==> src/design/wios_pkg.sv <==
`default_nettype none
package wios_pkg;

    localparam int unsigned NUM_CORES_DEF = 8;
    localparam int unsigned CMD_W         = 2;
    localparam int unsigned CORE_W        = 3;
    localparam int unsigned AFF_W         = 40;
    localparam int unsigned IN_TDATA_W    = 48;
    localparam int unsigned OUT_TDATA_W   = 48;

    localparam logic [AFF_W-1:0] AFF_INVALID = 40'h00_0000_DEAD;

    typedef enum logic [CMD_W-1:0] {
        CMD_WAKEUP  = 2'd0,
        CMD_HOTPLUG = 2'd1,
        CMD_SUSPEND = 2'd2,
        CMD_OTHER   = 2'd3
    } t_cmd;

    typedef struct packed {
        logic              route;
        logic [CORE_W-1:0] core;
        logic              unknown;
        logic              nofb;
    } t_dec;

    function automatic logic [CORE_W-1:0] lowest_set(input logic [7:0] m);
        logic [CORE_W-1:0] idx;
        idx = '0;
        for (int i = 7; i >= 0; i--) begin
            if (m[i]) begin
                idx = CORE_W'(i);
            end
        end
        return idx;
    endfunction

endpackage
`default_nettype wire

==> src/design/wios_ctrl.sv <==
`default_nettype none
module wios_ctrl #(
    parameter int unsigned NUM_CORES = wios_pkg::NUM_CORES_DEF
) (
    input  wire logic                      i_clk,
    input  wire logic                      i_rst_n,
    input  wire logic                      i_step,
    input  wire logic [wios_pkg::CMD_W-1:0]  i_cmd,
    input  wire logic [wios_pkg::CORE_W-1:0] i_core,
    input  wire logic [wios_pkg::AFF_W-1:0]  i_aff,
    output wios_pkg::t_dec                 o_dec,
    output logic                           o_wr_en
);
    import wios_pkg::*;

    localparam int unsigned CNT_W = CORE_W + 1;

    logic [NUM_CORES-1:0] r_online, n_online;
    logic [NUM_CORES-1:0] r_intr, n_intr;
    logic [NUM_CORES-1:0] r_marker, n_marker;
    logic [CORE_W-1:0]    r_owner, n_owner;

    logic                 in_range;
    logic [NUM_CORES-1:0] bitv;
    logic                 is_owner;
    logic                 many_online;
    logic [7:0]           online8;
    logic [7:0]           intr8;
    logic [7:0]           marker8;
    logic                 route;
    logic                 nofb;
    logic [CORE_W-1:0]    tgt;

    assign in_range    = {1'b0, i_core} < CNT_W'(NUM_CORES);
    assign bitv        = in_range ? (NUM_CORES'(1) << i_core) : '0;
    assign is_owner    = (r_owner == i_core);
    assign many_online = |(r_online & (r_online - NUM_CORES'(1)));
    assign o_wr_en     = in_range && ((r_marker & bitv) != '0);

    always_comb begin
        n_marker = r_marker;
        if (o_wr_en) begin
            n_marker = (r_marker & ~bitv) | (bitv & {NUM_CORES{i_aff == AFF_INVALID}});
        end
    end

    always_comb begin
        n_online = r_online;
        n_intr   = r_intr;
        route    = 1'b0;
        nofb     = 1'b0;
        tgt      = '0;
        if (in_range) begin
            case (t_cmd'(i_cmd))
                CMD_WAKEUP: begin
                    n_intr   = r_intr | bitv;
                    n_online = r_online | bitv;
                    if (!online8[r_owner]) begin
                        route = 1'b1;
                        tgt   = i_core;
                    end
                end
                CMD_HOTPLUG: begin
                    n_intr   = r_intr & ~bitv;
                    n_online = r_online & ~bitv;
                    if (is_owner) begin
                        if (many_online) begin
                            route = 1'b1;
                            tgt   = lowest_set(online8);
                        end else if (n_intr != '0) begin
                            route = 1'b1;
                            tgt   = lowest_set(intr8);
                        end else begin
                            nofb = 1'b1;
                        end
                    end
                end
                CMD_SUSPEND: begin
                    n_online = r_online & ~bitv;
                    if (is_owner && many_online) begin
                        route = 1'b1;
                        tgt   = lowest_set(online8);
                    end
                end
                default: begin
                end
            endcase
        end
    end

    assign online8 = 8'(n_online);
    assign intr8   = 8'(n_intr);
    assign marker8 = 8'(n_marker);
    assign n_owner = route ? tgt : r_owner;

    always_comb begin
        o_dec.route   = route;
        o_dec.core    = tgt;
        o_dec.unknown = route && marker8[tgt];
        o_dec.nofb    = nofb;
    end

    always_ff @(posedge i_clk) begin
        if (!i_rst_n) begin
            r_online <= '0;
            r_intr   <= '0;
            r_marker <= '1;
            r_owner  <= '0;
        end else if (i_step) begin
            r_online <= n_online;
            r_intr   <= n_intr;
            r_marker <= n_marker;
            r_owner  <= n_owner;
        end
    end

endmodule
`default_nettype wire

==> src/design/wios_aff_ram.sv <==
`default_nettype none
module wios_aff_ram #(
    parameter int unsigned DEPTH = wios_pkg::NUM_CORES_DEF,
    parameter int unsigned AW    = 3
) (
    input  wire logic                       i_clk,
    input  wire logic                       i_wr_en,
    input  wire logic [AW-1:0]              i_wr_addr,
    input  wire logic [wios_pkg::AFF_W-1:0] i_wr_data,
    input  wire logic                       i_rd_en,
    input  wire logic [AW-1:0]              i_rd_addr,
    output logic [wios_pkg::AFF_W-1:0]      o_rd_data
);
    import wios_pkg::*;

    logic [AFF_W-1:0] r_mem [DEPTH];
    logic [AFF_W-1:0] r_q;

    always_ff @(posedge i_clk) begin
        if (i_wr_en) begin
            r_mem[i_wr_addr] <= i_wr_data;
        end
    end

    // write-through when reading the entry written in the same cycle
    always_ff @(posedge i_clk) begin
        if (i_rd_en) begin
            if (i_wr_en && (i_wr_addr == i_rd_addr)) begin
                r_q <= i_wr_data;
            end else begin
                r_q <= r_mem[i_rd_addr];
            end
        end
    end

    assign o_rd_data = r_q;

endmodule
`default_nettype wire

==> src/design/watchdog_irq_owner_selector.sv <==
// channel  | dir | signals                     | word
// s_axis   | in  | tvalid tready tdata[47:0]   | cmd, core_index, core_affinity
// m_axis   | out | tvalid tready tdata[47:0]   | route_valid, route_core,
//          |     |                             | route_affinity, affinity_unknown,
//          |     |                             | no_fallback
//
// one word per cycle sustained while m_axis is ready; a taken word shows on m_axis
// after the input register, then the result register with the affinity ram read
// i_rst_n is synchronous, active low; clears masks, owner and valids and
// marks every affinity entry unknown
// a stalled m_axis holds its word; s_axis keeps accepting while the result
// register drains, and stops only when both stages hold words
`default_nettype none
module watchdog_irq_owner_selector #(
    parameter int unsigned NUM_CORES = wios_pkg::NUM_CORES_DEF
) (
    input  wire logic                             i_clk,
    input  wire logic                             i_rst_n,
    input  wire logic                             s_axis_tvalid,
    output logic                                  s_axis_tready,
    // cmd[1:0], core_index[4:2], core_affinity[44:5], zero[47:45]
    input  wire logic [wios_pkg::IN_TDATA_W-1:0]  s_axis_tdata,
    output logic                                  m_axis_tvalid,
    input  wire logic                             m_axis_tready,
    // route_valid[0], route_core[3:1], route_affinity[43:4],
    // affinity_unknown[44], no_fallback[45], zero[47:46]
    output logic [wios_pkg::OUT_TDATA_W-1:0]      m_axis_tdata
);
    import wios_pkg::*;

    localparam int unsigned AW = (NUM_CORES > 1) ? $clog2(NUM_CORES) : 1;

    logic              r_in_valid;
    logic [CMD_W-1:0]  r_cmd;
    logic [CORE_W-1:0] r_core;
    logic [AFF_W-1:0]  r_aff;

    logic              r_out_valid;
    t_dec              r_dec;

    logic              adv;
    logic              step;
    t_dec              dec;
    logic              wr_en;
    logic [AFF_W-1:0]  rd_data;
    logic [AFF_W-1:0]  route_aff;

    assign adv           = !r_out_valid || m_axis_tready;
    assign step          = adv && r_in_valid;
    assign s_axis_tready = !r_in_valid || adv;

    always_ff @(posedge i_clk) begin
        if (!i_rst_n) begin
            r_in_valid <= 1'b0;
        end else if (s_axis_tready) begin
            r_in_valid <= s_axis_tvalid;
        end
    end

    always_ff @(posedge i_clk) begin
        if (s_axis_tvalid && s_axis_tready) begin
            r_cmd  <= s_axis_tdata[1:0];
            r_core <= s_axis_tdata[4:2];
            r_aff  <= s_axis_tdata[44:5];
        end
    end

    wios_ctrl #(
        .NUM_CORES(NUM_CORES)
    ) u_ctrl (
        .i_clk   (i_clk),
        .i_rst_n (i_rst_n),
        .i_step  (step),
        .i_cmd   (r_cmd),
        .i_core  (r_core),
        .i_aff   (r_aff),
        .o_dec   (dec),
        .o_wr_en (wr_en)
    );

    wios_aff_ram #(
        .DEPTH(NUM_CORES),
        .AW   (AW)
    ) u_ram (
        .i_clk     (i_clk),
        .i_wr_en   (step && wr_en),
        .i_wr_addr (r_core[AW-1:0]),
        .i_wr_data (r_aff),
        .i_rd_en   (step),
        .i_rd_addr (dec.core[AW-1:0]),
        .o_rd_data (rd_data)
    );

    always_ff @(posedge i_clk) begin
        if (!i_rst_n) begin
            r_out_valid <= 1'b0;
        end else if (adv) begin
            r_out_valid <= r_in_valid;
        end
    end

    always_ff @(posedge i_clk) begin
        if (step) begin
            r_dec <= dec;
        end
    end

    // an entry still holding the marker may never have been written
    always_comb begin
        route_aff = '0;
        if (r_dec.route) begin
            route_aff = r_dec.unknown ? AFF_INVALID : rd_data;
        end
    end

    assign m_axis_tvalid = r_out_valid;
    assign m_axis_tdata  = {2'b00, r_dec.nofb, r_dec.unknown, route_aff,
                            r_dec.core, r_dec.route};

endmodule
`default_nettype wire

==> config.mk <==
export PLATFORM = sky130hd
export DESIGN_NAME = watchdog_irq_owner_selector
export DESIGN_NICKNAME = d
export VERILOG_FILES = /design/src/design/wios_pkg.sv /design/src/design/wios_ctrl.sv /design/src/design/wios_aff_ram.sv /design/src/design/watchdog_irq_owner_selector.sv
export SDC_FILE = /design/constraint.sdc
export NUM_CORES = 1
export LEC_CHECK = 0
export BUFFER_PORTS_ARGS = -buffer_cell sky130_fd_sc_hd__buf_4
export CORE_UTILIZATION = 45
export CTS_CLUSTER_DIAMETER = 80
export DETAILED_ROUTE_END_ITERATION = 16
export PLACE_DENSITY_LB_ADDON = 0.25
export SYNTH_ARGS = -nofsm -noshare
export SYNTH_HDL_FRONTEND = slang
export SYNTH_HIERARCHICAL = 1
export SYNTH_SLANG_ARGS = --single-unit
==> constraint.sdc <==
create_clock -name i_clk -period 6.07 [get_ports i_clk]
set_input_delay 0.9105 -clock i_clk [delete_from_list [all_inputs] [get_ports i_clk]]
set_output_delay 0.9105 -clock i_clk [all_outputs]
set_load 0.01 [all_outputs]
==> metrics.md, run 1 <==
| Metric | Value |
|---|---|
| Status | `finished with violations` |
| Failing checks | `DRC` |
| Critical Path End Type | `register` |
| Final WL | `39.59 mm` |
| CTS Buf Count | `47` |
| Setup violators final | `0` |
| Post-route cell area | `0.02131 mm2` |
| Slew HR | `26.69%` |
| Clock tree buffer depth | `3` |
| H-tree depth | `2` |
| Core area | `0.04083 mm2` |
| CP required | `6.39 ns` |
| GRT overflow | `0` |
| Nets | `1162` |
| Drt initial violations | `749` |
| Register bit total from synthesis | `440` |
| Via count | `9607` |
| Crit share post-route | `78.78%` |
| Layout overhead on the synthesized area | `14.60%` |
| Power density over the cells | `303.4 mW/mm2` |
| Final Wtd Congestion | `0.8620` |
| Vias in the first global route | `9296` |
| Fin Hold WS | `0.4813 ns` |
| Final Critical Period | `4.782 ns` |
| Row count | `74` |
| GRT Total Usage | `19.05%` |
| Worst-path clk slew | `0.06 ns` |
| Max_cap viols | `0` |
| Die Width | `205.3 um` |
| Post-synthesis cell type count | `90` |
| Post-CTS Setup Bufs | `0` |
| Die Height | `205.3 um` |
| Placed Area | `0.01990 mm2` |
| Total Power | `6.467 mW` |
| Avg Inst Size Synth | `18.75 um2` |
| Initial antenna violation count | `0` |
| R2R Path Start | `r_cmd[0]` |
| Largest net degree at the start of global routing | `62` |
| Final hold vios | `0` |
| CP Buf/Inv Count | `2` |
| Cell area after synthesis | `0.01860 mm2` |
| Vias per cell | `5.742` |
| Critical Path AT | `5.10 ns` |
| Drc violations | `1` |
| First-pass GRT wire length | `58.55 mm` |
| Syn. warnings | `6` |
| CTS Sinks | `440` |
| Worst skew pair latency | `0.58 ns` |
| EDFF count, synth | `411` |
| IO Count | `102` |
| Hold Buf Count CTS | `0` |
| CTS Root Cell | `clkbuf_16` |
| Critical path launch point | `r_cmd[0]` |
| Post-CTS Resized | `0` |
| Primary FF master, synth | `edfxtp_1` |
| Final HPWL DP | `21.67 mm` |
| Static Leak | `7.157 nW` |
| Max VDD drop | `0.2230 mV` |
| Cells after Synth | `992` |
| WS Path Type | `register to register` |
| Worst hold path class | `register to register` |
| CP Launch Type | `register` |
| Initial Util | `45.54%` |
| TritonRoute pass-1 iters | `11` |
| Final Skew | `0.01813 ns` |
| CP peak stage delay | `0.59 ns` |
| Max FO, Critical Path | `21` |
| Fin Setup TNS | `0 ns` |
| Die area | `0.04214 mm2` |
| Worst slew pin tran | `1.097 ns` |
| Share of cells above drive strength 1 | `27.61%` |
| CP max-delay cell | `mux4_1` |
| Ant diodes | `0` |
| Sequential area share after synthesis | `69.49%` |
| Drt wl/cell | `23.66 um` |
| Routed Antenna Nets | `0` |
| Maximum clock rate | `0.2091 GHz` |
| TritonCTS clock tree | `yes` |
| Asr flop ratio synth | `0%` |
| Hold Crit Start | `u_ctrl/r_marker[0]` |
| CP Cell Sequence | `inv_1, ha_1, or2_1, a21o_1, and2_1, a221oi_1, nand3_1, o21ai_4, and2_4, buf_4, mux4_1, mux2_2, mux2_4` |
| I/O Buffers | `96` |
| Top delay family on crit path | `simple AND/OR/NAND/NOR gates` |
| Pins over their slew limit | `0` |
| RSZ-0062 raised after global routing | `false` |
path summary, 6_finish.rpt:
path | to | slack [ns] | depth (start not counted)
worst max register to register | u_ram/o_rd_data[6] | 1.29 | 13
worst min-delay path | u_ctrl/r_marker[0] | 0.48 | 2
worst min register to register | u_ctrl/r_marker[0] | 0.48 | 2
worst max-delay path | u_ram/o_rd_data[6] | 1.29 | 13
power breakdown:
part / switching [mW] / internal (mW)
clock: 1.15 / 1.49
sequential: 0.0619 / 3.40
combinational: 0.193 / 0.176
total: 1.40 / 5.07
sequential cells by signal, summed over array words and instances (netlist names):
name,count
m_axis_tdata,6
m_axis_tvalid,1
r_aff,40
r_cmd,2
r_core,3
r_in_valid,1
u_ctrl/r_intr,8
u_ctrl/r_marker,8
u_ctrl/r_online,8
u_ctrl/r_owner,3
u_ram/o_rd_data,40
u_ram/r_mem,320
metrics by stage:
step / worst slack, ns / utilization [%] / std cells
global placement: 1.327 / 48.74 / 1589
finish: 1.288 / 52.19 / 1673
CTS: 1.311 / 52.19 / 1673
detailed placement: 1.323 / 48.74 / 1589
floorplan: 1.339 / - / 993
global route: 1.099 / 52.19 / 1673
layout by cell type, fill, tap and decap left out, types with 8 or more instances in the layout:
cell type and n:
a211oi_1 12, mux2i_1 10, inv_1 13, mux2_4 25, o21ai_0 17, nor2_4 8, o21a_1 14, nand3_1 10
a21oi_1 16, mux4_1 65, nor4_1 9, dfxtp_1 29, mux2_2 57, clkbuf_16 48, mux4_2 17, edfxtp_1 411
buf_4 119, nor2_1 35, nand2_1 24, clkinv_1 12, clkbuf_1 10, and2_1 33
metal layers:
layer / routed length [um] / track usage, % / vias up / share of wire, %
met2: 18750 / 30.08 / 282 / 47
li1: - / - / 4305 / -
met4: 601 / 4.974 / 0 / 1.5
met1: 18210 / 27.25 / 4968 / 46
met5: 0 / 0 / - / 0
met3: 2026 / 3.579 / 52 / 5.1
layout make-up:
class | count | area [um2]
clock buffer | 58 | 1239
timing repair buffer | 122 | 953.4
clock inverter | 26 | 170.2
multi-input combinational | 481 | 5309
tap | 532 | 665.6
inverter | 14 | 52.55
fill | 3255 | 19520
sequential | 440 | 12920
Yosys cell counts (4+ instances only):
cell | instances | area, um2
a211oi_1 | 12 | 90.09
a21o_1 | 4 | 30.03
a21oi_1 | 16 | 80.08
a31oi_1 | 4 | 25.02
and2_1 | 35 | 219.0
buf_1 | 6 | 22.52
buf_2 | 10 | 50.05
buf_4 | 7 | 52.55
buf_6 | 16 | 180.2
clkbuf_1 | 16 | 60.06
dfxtp_1 | 29 | 580.6
edfxtp_1 | 411 | 12340
ha_1 | 4 | 50.05
inv_1 | 13 | 48.80
mux2_2 | 57 | 641.9
mux2_4 | 25 | 375.4
mux2i_1 | 10 | 100.1
mux4_1 | 65 | 1708
mux4_2 | 17 | 382.9
nand2_1 | 24 | 90.09
nand2b_1 | 6 | 37.54
nand3_1 | 10 | 50.05
nand3b_1 | 4 | 30.03
nand4_1 | 6 | 37.54
nand4b_1 | 4 | 35.03
nor2_1 | 43 | 161.4
nor3_1 | 4 | 20.02
nor4_1 | 9 | 56.30
nor4bb_1 | 4 | 40.04
o21a_1 | 14 | 105.1
o21ai_0 | 17 | 85.08
or3_1 | 4 | 25.02
worst min-delay path, delay by kind of cell, from the launching register on:
kind               cells  cell delay [ns]
AOI/OAI and AO/OA      1             0.07
DFF                    1             0.31
and+or+nand+nor        1             0.05
logic make-up after synthesis:
| group | share of synthesized area, % |
|---|---|
| muxes | 17.25 |
| AOI/OAI and AO/OA | 4.434 |
| xor gates and xnor gates | 0.2826 |
| DFF | 69.49 |
| other | 0.02016 |
| adders and majority gates | 0.2691 |
| buffers and inverters | 2.382 |
| and+or+nand+nor | 5.874 |
Power figures use the tool's default switching activity.
==> inputs of run 2 (changes only) <==
- clock period: 6.07 -> 4.9 ns (I/O delays scaled with it)
==> run 2 against run 1 <==
Compared with the run above: the flow now finishes without violations; non-clock buffer count increased by 14; final cell count rose by 0.96%; clock power up 30%; fmax up 7.2%; hold slack got worse by 0.15 ns; final area is 1.6% higher; first-iteration DRC count increased by 8.7%; clock skew fell by 0.0051 ns; critical path depth shrank 1; wire length rose by 0.79%; combinational power rose by 29%; sequential cell count is the same; critical path type unchanged; critical endpoint is now u_ram/o_rd_data[17]; highest routed layer unchanged.
==> metrics.md, run 2 (synthesis gave the netlist of run 1 again) <==
| Metric | Value |
|---|---|
| Critical Path AT | `4.79 ns (-0.31 ns)` |
| Register with the most flip-flops | `u_ram/r_mem` |
| Via count | `9648 (+0.43%)` |
| Drt wl/cell | `23.62 um (-0.16%)` |
| Worst-path clk slew | `0.06 ns (about the same)` |
| CP Launch Type | `register` |
| Post-CTS Resized | `0 (unchanged)` |
| Pins over their slew limit | `0 (unchanged)` |
| Final setup margin | `0.4374 ns (-0.8506 ns)` |
| Status | `complete, no violations` |
| Routed Antenna Nets | `0 (unchanged)` |
| WS Path Type | `register to register` |
| Initial antenna violation count | `0 (unchanged)` |
| Vias per cell | `5.712 (-0.52%)` |
| Maximum clock rate | `0.2241 GHz (+7.2%)` |
| Ant diodes | `0 (unchanged)` |
| CP required | `5.22 ns (-1.17 ns)` |
| Reg2Reg Depth | `12 (-1)` |
| Die Height | `205.3 um (unchanged)` |
| Final HPWL DP | `23.36 mm (+7.8%)` |
| Critical path launch point | `r_core[1]` |
| CTS Buf Count | `47 (unchanged)` |
| R2R Path Start | `r_core[1]` |
| Worst hold path class | `input pin to register` |
| Share of cells above drive strength 1 | `28.78% (+1.2 points)` |
| First-pass GRT wire length | `59.39 mm (+1.4%)` |
| Flop2flop setup slack | `0.44 ns (-0.85 ns)` |
| GRT Total Usage | `19.30% (+0.24 points)` |
| Post-CTS Setup Bufs | `0 (unchanged)` |
| Worst slew pin tran | `1.275 ns (+0.1777 ns)` |
| Clock tree buffer depth | `3 (unchanged)` |
| CTS Sinks | `440 (unchanged)` |
| Initial Util | `45.54% (unchanged)` |
| Most common cell after layout, fill and taps aside | `edfxtp_1` |
| Hold Buf Count CTS | `0 (unchanged)` |
| Setup violators final | `0 (unchanged)` |
| Worst skew pair latency | `0.58 ns (about the same)` |
| TritonCTS clock tree | `yes` |
| Final WL | `39.90 mm (+0.79%)` |
| Row count | `74 (unchanged)` |
| Layout overhead on the synthesized area | `16.40%` |
| Critical Path End Type | `register` |
| Hold Crit Start | `s_axis_tdata[19]` |
| Fin Hold WS | `0.3301 ns (-0.1512 ns)` |
| Max FO, Critical Path | `15 (-29%)` |
| Most frequent cells in the layout | `edfxtp_1 (411), buf_4 (122), mux4_1 (65), mux2_2 (57), clkbuf_16 (48)` |
| Hold depth | `1 (-1)` |
| Crit share post-route | `91.07% (+12 points)` |
| Fin Setup TNS | `0 ns (unchanged)` |
| Slew HR | `14.64% (-12 points)` |
| Core area | `0.04083 mm2 (unchanged)` |
| Power density over the cells | `378.5 mW/mm2 (+25%)` |
| Pre-CTS WS | `0.4531 ns (-0.8700 ns)` |
| Max_cap viols | `0 (unchanged)` |
| Final hold vios | `0 (unchanged)` |
| Largest net degree at the start of global routing | `52 (-16%)` |
| Max VDD drop | `0.2260 mV (+1.3%)` |
| CTS Root Cell | `clkbuf_16` |
| GRT overflow | `0 (unchanged)` |
| Nets | `1176 (+1.2%)` |
| Worst R2R End | `u_ram/o_rd_data[17]` |
| Final Critical Period | `4.463 ns (-0.3194 ns)` |
| Endpoint of the worst hold path | `r_aff[14]` |
| Drt initial violations | `814 (+8.7%)` |
| IO Count | `102 (unchanged)` |
| Die area | `0.04214 mm2 (unchanged)` |
| Max reg flops | `320 (unchanged)` |
| Final Skew | `0.01300 ns (-0.005131 ns)` |
| Die Width | `205.3 um (unchanged)` |
| TritonRoute pass-1 iters | `5 (-6)` |
| Vias in the first global route | `9522 (+2.4%)` |
| Drc violations | `0 (-1)` |
| I/O Buffers | `96 (unchanged)` |
| H-tree depth | `2 (unchanged)` |
| RSZ-0062 raised after global routing | `false` |
| Final Wtd Congestion | `0.8626 (about the same)` |
| Static Leak | `7.314 nW (+2.2%)` |
==> run 2: cell count changes in the layout (fill, tap and decap cells not counted), moves of 2 or more <==
| cell | change |
|---|---|
| buf_12 | +11 |
| buf_4 | +3 |
| clkinv_1 | -3 |
| clkinvlp_4 | -3 |
| bufinv_16 | +2 |
| clkinv_2 | +2 |
| clkinv_4 | +2 |
==> run 2: how the worst max path moves through the flow <==
stage / endpoint / cells after the start
finish: u_ram/o_rd_data[17] / 12
global route: u_ram/o_rd_data[0] / 12
CTS: u_ram/o_rd_data[34] / 12
detailed placement: u_ram/o_rd_data[8] / 12
global placement: u_ram/o_rd_data[2] / 11
floorplan: u_ram/r_mem[4][0] / 7
==> run 2: critical path: stages (launching register included) <==
cell and delay [ns]:
edfxtp_1 0.59, buf_4 0.26, or3b_1 0.41, a21oi_1 0.22
o31ai_1 0.11, a211oi_1 0.42, nand3_1 0.23, o21ai_4 0.15
and2_4 0.42, buf_12 0.23, mux4_1 0.57, mux2_2 0.31
mux2_4 0.27
==> run 2: final cells by class <==
cell class	instances	area, um2
tap	532	665.6
clock buffer	59	1242
sequential	440	12920
inverter	14	52.55
multi-input combinational	481	5309
clock inverter	27	257.7
fill	3191	19190
timing repair buffer	136	1196
==> run 2: power by group <==
part           leakage [nW]  internal [mW]  switching, mW
Combinational          2.59          0.231          0.245
Clock                 0.733           1.97           1.46
Sequential             3.99           4.21         0.0761
==> run 2: stage by stage <==
stage / util [%] / std cells / cell area, um2 / power [mW]
4_1_cts: 53.01 / 1689 / 21650 / 8.286
5_1_grt: 53.01 / 1689 / 21650 / 8.456
3_5_place_dp: 49.34 / 1603 / 20150 / 4.845
6_report: 53.01 / 1689 / 21650 / 8.194
3_3_place_gp: 49.34 / 1603 / 20150 / 4.834
2_1_floorplan: - / 993 / 18600 / 4.646
==> run 2: layer usage <==
metal / wire (um) / share of wire [%] / GRT usage [%]
met4: 575 / 1.4 / 4.709
met3: 1969 / 4.9 / 3.437
met1: 18060 / 45 / 27.49
met5: 0 / 0 / 0
met2: 19300 / 48 / 30.86
==> inputs of run 3 (changes only) <==
- CELL_PAD_IN_SITES_DETAIL_PLACEMENT: default -> 2
- CELL_PAD_IN_SITES_GLOBAL_PLACEMENT: default -> 2
==> run 3 against run 2 <==
Compared with the run above: global-route usage increased by 4.9 points; fmax decreased by 1.7%; count of clock-buffer cells in the layout unchanged; via count increased by 3.6%; non-clock buffer count decreased by 3; sequential cell count unchanged; clock power decreased by 3%; final cell count decreased by 0.30%; register-to-register slack got worse by 0.08 ns; first-iteration DRC count decreased by 33%; hold slack improved by 0.0053 ns; largest cell class unchanged; largest power group unchanged.
==> metrics.md, run 3 (synthesis gave the netlist of run 1 again) <==
| Metric | Value |
|---|---|
| Power density over the cells | `378.3 mW/mm2 (about the same)` |
| Drt initial violations | `549 (-33%)` |
| Worst-path clk slew | `0.06 ns (about the same)` |
| GRT overflow | `0 (unchanged)` |
| CTS Sinks | `440 (unchanged)` |
| Met3 Resource Use GR | `4.181% (+0.74 points)` |
| Drc violations | `0 (unchanged)` |
| TritonCTS clock tree | `yes` |
| CP peak stage delay | `0.64 ns (+0.05 ns)` |
| Initial Util | `45.54% (unchanged)` |
| Nets | `1173 (-0.26%)` |
| Most common cell after layout, fill and taps aside | `edfxtp_1` |
| Final hold vios | `0 (unchanged)` |
| Vias per cell | `5.933 (+3.9%)` |
| Final Critical Period | `4.538 ns (+0.07506 ns)` |
| GRT met2 Usage | `42.42% (+12 points)` |
| Status | `complete, no violations` |
| Worst slew pin tran | `0.9918 ns (-0.2829 ns)` |
| Clock tree buffer depth | `3 (unchanged)` |
| Static Leak | `7.239 nW (-1.0%)` |
| Row count | `74 (unchanged)` |
| Critical Path End Type | `register` |
| Final Wtd Congestion | `0.8019 (-7.0%)` |
| Vias in the first global route | `10880 (+14%)` |
| Drt wl/cell | `29.51 um (+25%)` |
| First-pass GRT wire length | `72.59 mm (+22%)` |
| Filler cell count | `3564 (+12%)` |
| WS Path Type | `register to register` |
| Layout overhead on the synthesized area | `15.56%` |
| Max FO, Critical Path | `29 (+14)` |
| Initial antenna violation count | `0 (unchanged)` |
| Max reg flops | `320 (unchanged)` |
| Final WL | `49.70 mm (+25%)` |
| Die Width | `205.3 um (unchanged)` |
| Post-CTS Setup Bufs | `0 (unchanged)` |
| Fin Setup TNS | `0 ns (unchanged)` |
| CP Cell Sequence | `buf_4, or3b_4, nand2_1, a211oi_1, a211oi_1, nand3_1, o21ai_4, and2_4, buf_12, mux4_1, mux2_2, mux2_2` |
| Ant diodes | `0 (unchanged)` |
| Via count | `9991 (+3.6%)` |
| Share of cells above drive strength 1 | `27.78% (-1.0 points)` |
| Busiest layer in global routing | `met2` |
| RSZ-0062 raised after global routing | `false` |
| Setup violators final | `0 (unchanged)` |
| Routed Antenna Nets | `0 (unchanged)` |
| Maximum clock rate | `0.2204 GHz (-1.7%)` |
| Final Skew | `0.01589 ns (+0.002881 ns)` |
| Critical Path AT | `4.85 ns (+0.06 ns)` |
| CP Launch Type | `register` |
| Pins over their slew limit | `0 (unchanged)` |
| TritonRoute pass-1 iters | `5 (unchanged)` |
| H-tree depth | `2 (unchanged)` |
| Die area | `0.04214 mm2 (unchanged)` |
| Post-CTS Resized | `0 (unchanged)` |
| CTS Buf Count | `47 (unchanged)` |
| Max_cap viols | `0 (unchanged)` |
| Largest net degree at the start of global routing | `60 (+15%)` |
| I/O Buffers | `96 (unchanged)` |
| IO Count | `102 (unchanged)` |
| Slew HR | `33.88% (+19 points)` |
| Max VDD drop | `0.2953 mV (+31%)` |
| Register with the most flip-flops | `u_ram/r_mem` |
| Area of the multi-input gates | `0.005314 mm2 (about the same)` |
| Top delay family on crit path | `multiplexers` |
| Register Area | `0.01292 mm2 (unchanged)` |
| CP max-delay cell | `mux4_1` |
| Worst hold path class | `input pin to register` |
| GRT Total Usage | `24.17% (+4.9 points)` |
| CP Buf/Inv Count | `2 (unchanged)` |
| Worst skew pair latency | `0.57 ns (about the same)` |
| M1 GR Usage | `30.76% (+3.3 points)` |
| Fin util | `52.63% (-0.38 points)` |
| Most frequent cells in the layout | `edfxtp_1 (411), buf_4 (123), mux4_1 (65), mux2_2 (57), clkbuf_16 (47)` |
| Hold Buf Count CTS | `0 (unchanged)` |
| Crit share post-route | `92.61% (+1.5 points)` |
| Die Height | `205.3 um (unchanged)` |
| CP required | `5.21 ns (about the same)` |
| CTS Root Cell | `clkbuf_16` |
| Core area | `0.04083 mm2 (unchanged)` |
| Final HPWL DP | `30.59 mm (+31%)` |
## run 3: metrics by stage
step	total power, mW	cell area (um2)	setup slack, ns	hold WS (ns)	instances
2_1_floorplan	4.646	18600	0.1690	0.4461	993
3_3_place_gp	4.832	20080	0.5393	0.4640	1600
3_5_place_dp	4.874	20080	0.4225	0.4790	1600
4_1_cts	8.226	21490	0.3999	0.3065	1684
5_1_grt	8.369	21490	0.1838	0.3096	1684
6_report	8.130	21490	0.3623	0.3354	1684
## run 3: final cells by class
cell class	instances	area share [%]
repair buffers	133	5.229
clock inverters	25	0.8850
clock buffers	59	5.683
inverters	14	0.2445
flip-flops and latches	440	60.13
well taps	532	3.098
multi-input cells	481	24.73
## run 3: report_power, final
group,internal (mW),switching [mW]
sequential,4.21,0.0878
combinational,0.228,0.264
clock,1.91,1.43
## run 3: worst register-to-register path: stages, from the launching register on
cell and delay, ns:
edfxtp_1 0.56, buf_4 0.31, or3b_4 0.46, nand2_1 0.15
a211oi_1 0.10, a211oi_1 0.47, nand3_1 0.26, o21ai_4 0.17
and2_4 0.31, buf_12 0.28, mux4_1 0.66, mux2_2 0.28
mux2_2 0.27
## run 3: final timing paths
| check | slack, ns | start | cells after the start | end |
|---|---|---|---|---|
| max | 0.36 | r_core[0] | 12 | u_ram/o_rd_data[23] |
| min | 0.34 | s_axis_tdata[21] | 1 | r_aff[16] |
| max reg2reg | 0.36 | r_core[0] | 12 | u_ram/o_rd_data[23] |
| min reg2reg | 0.50 | u_ctrl/r_marker[6] | 2 | u_ctrl/r_marker[6] |
## run 3: routing by layer
metal	wire (um)	up-vias
li1	-	4324
met1	20770	5347
met2	25640	249
met3	2091	71
met4	1194	0
met5	0	-
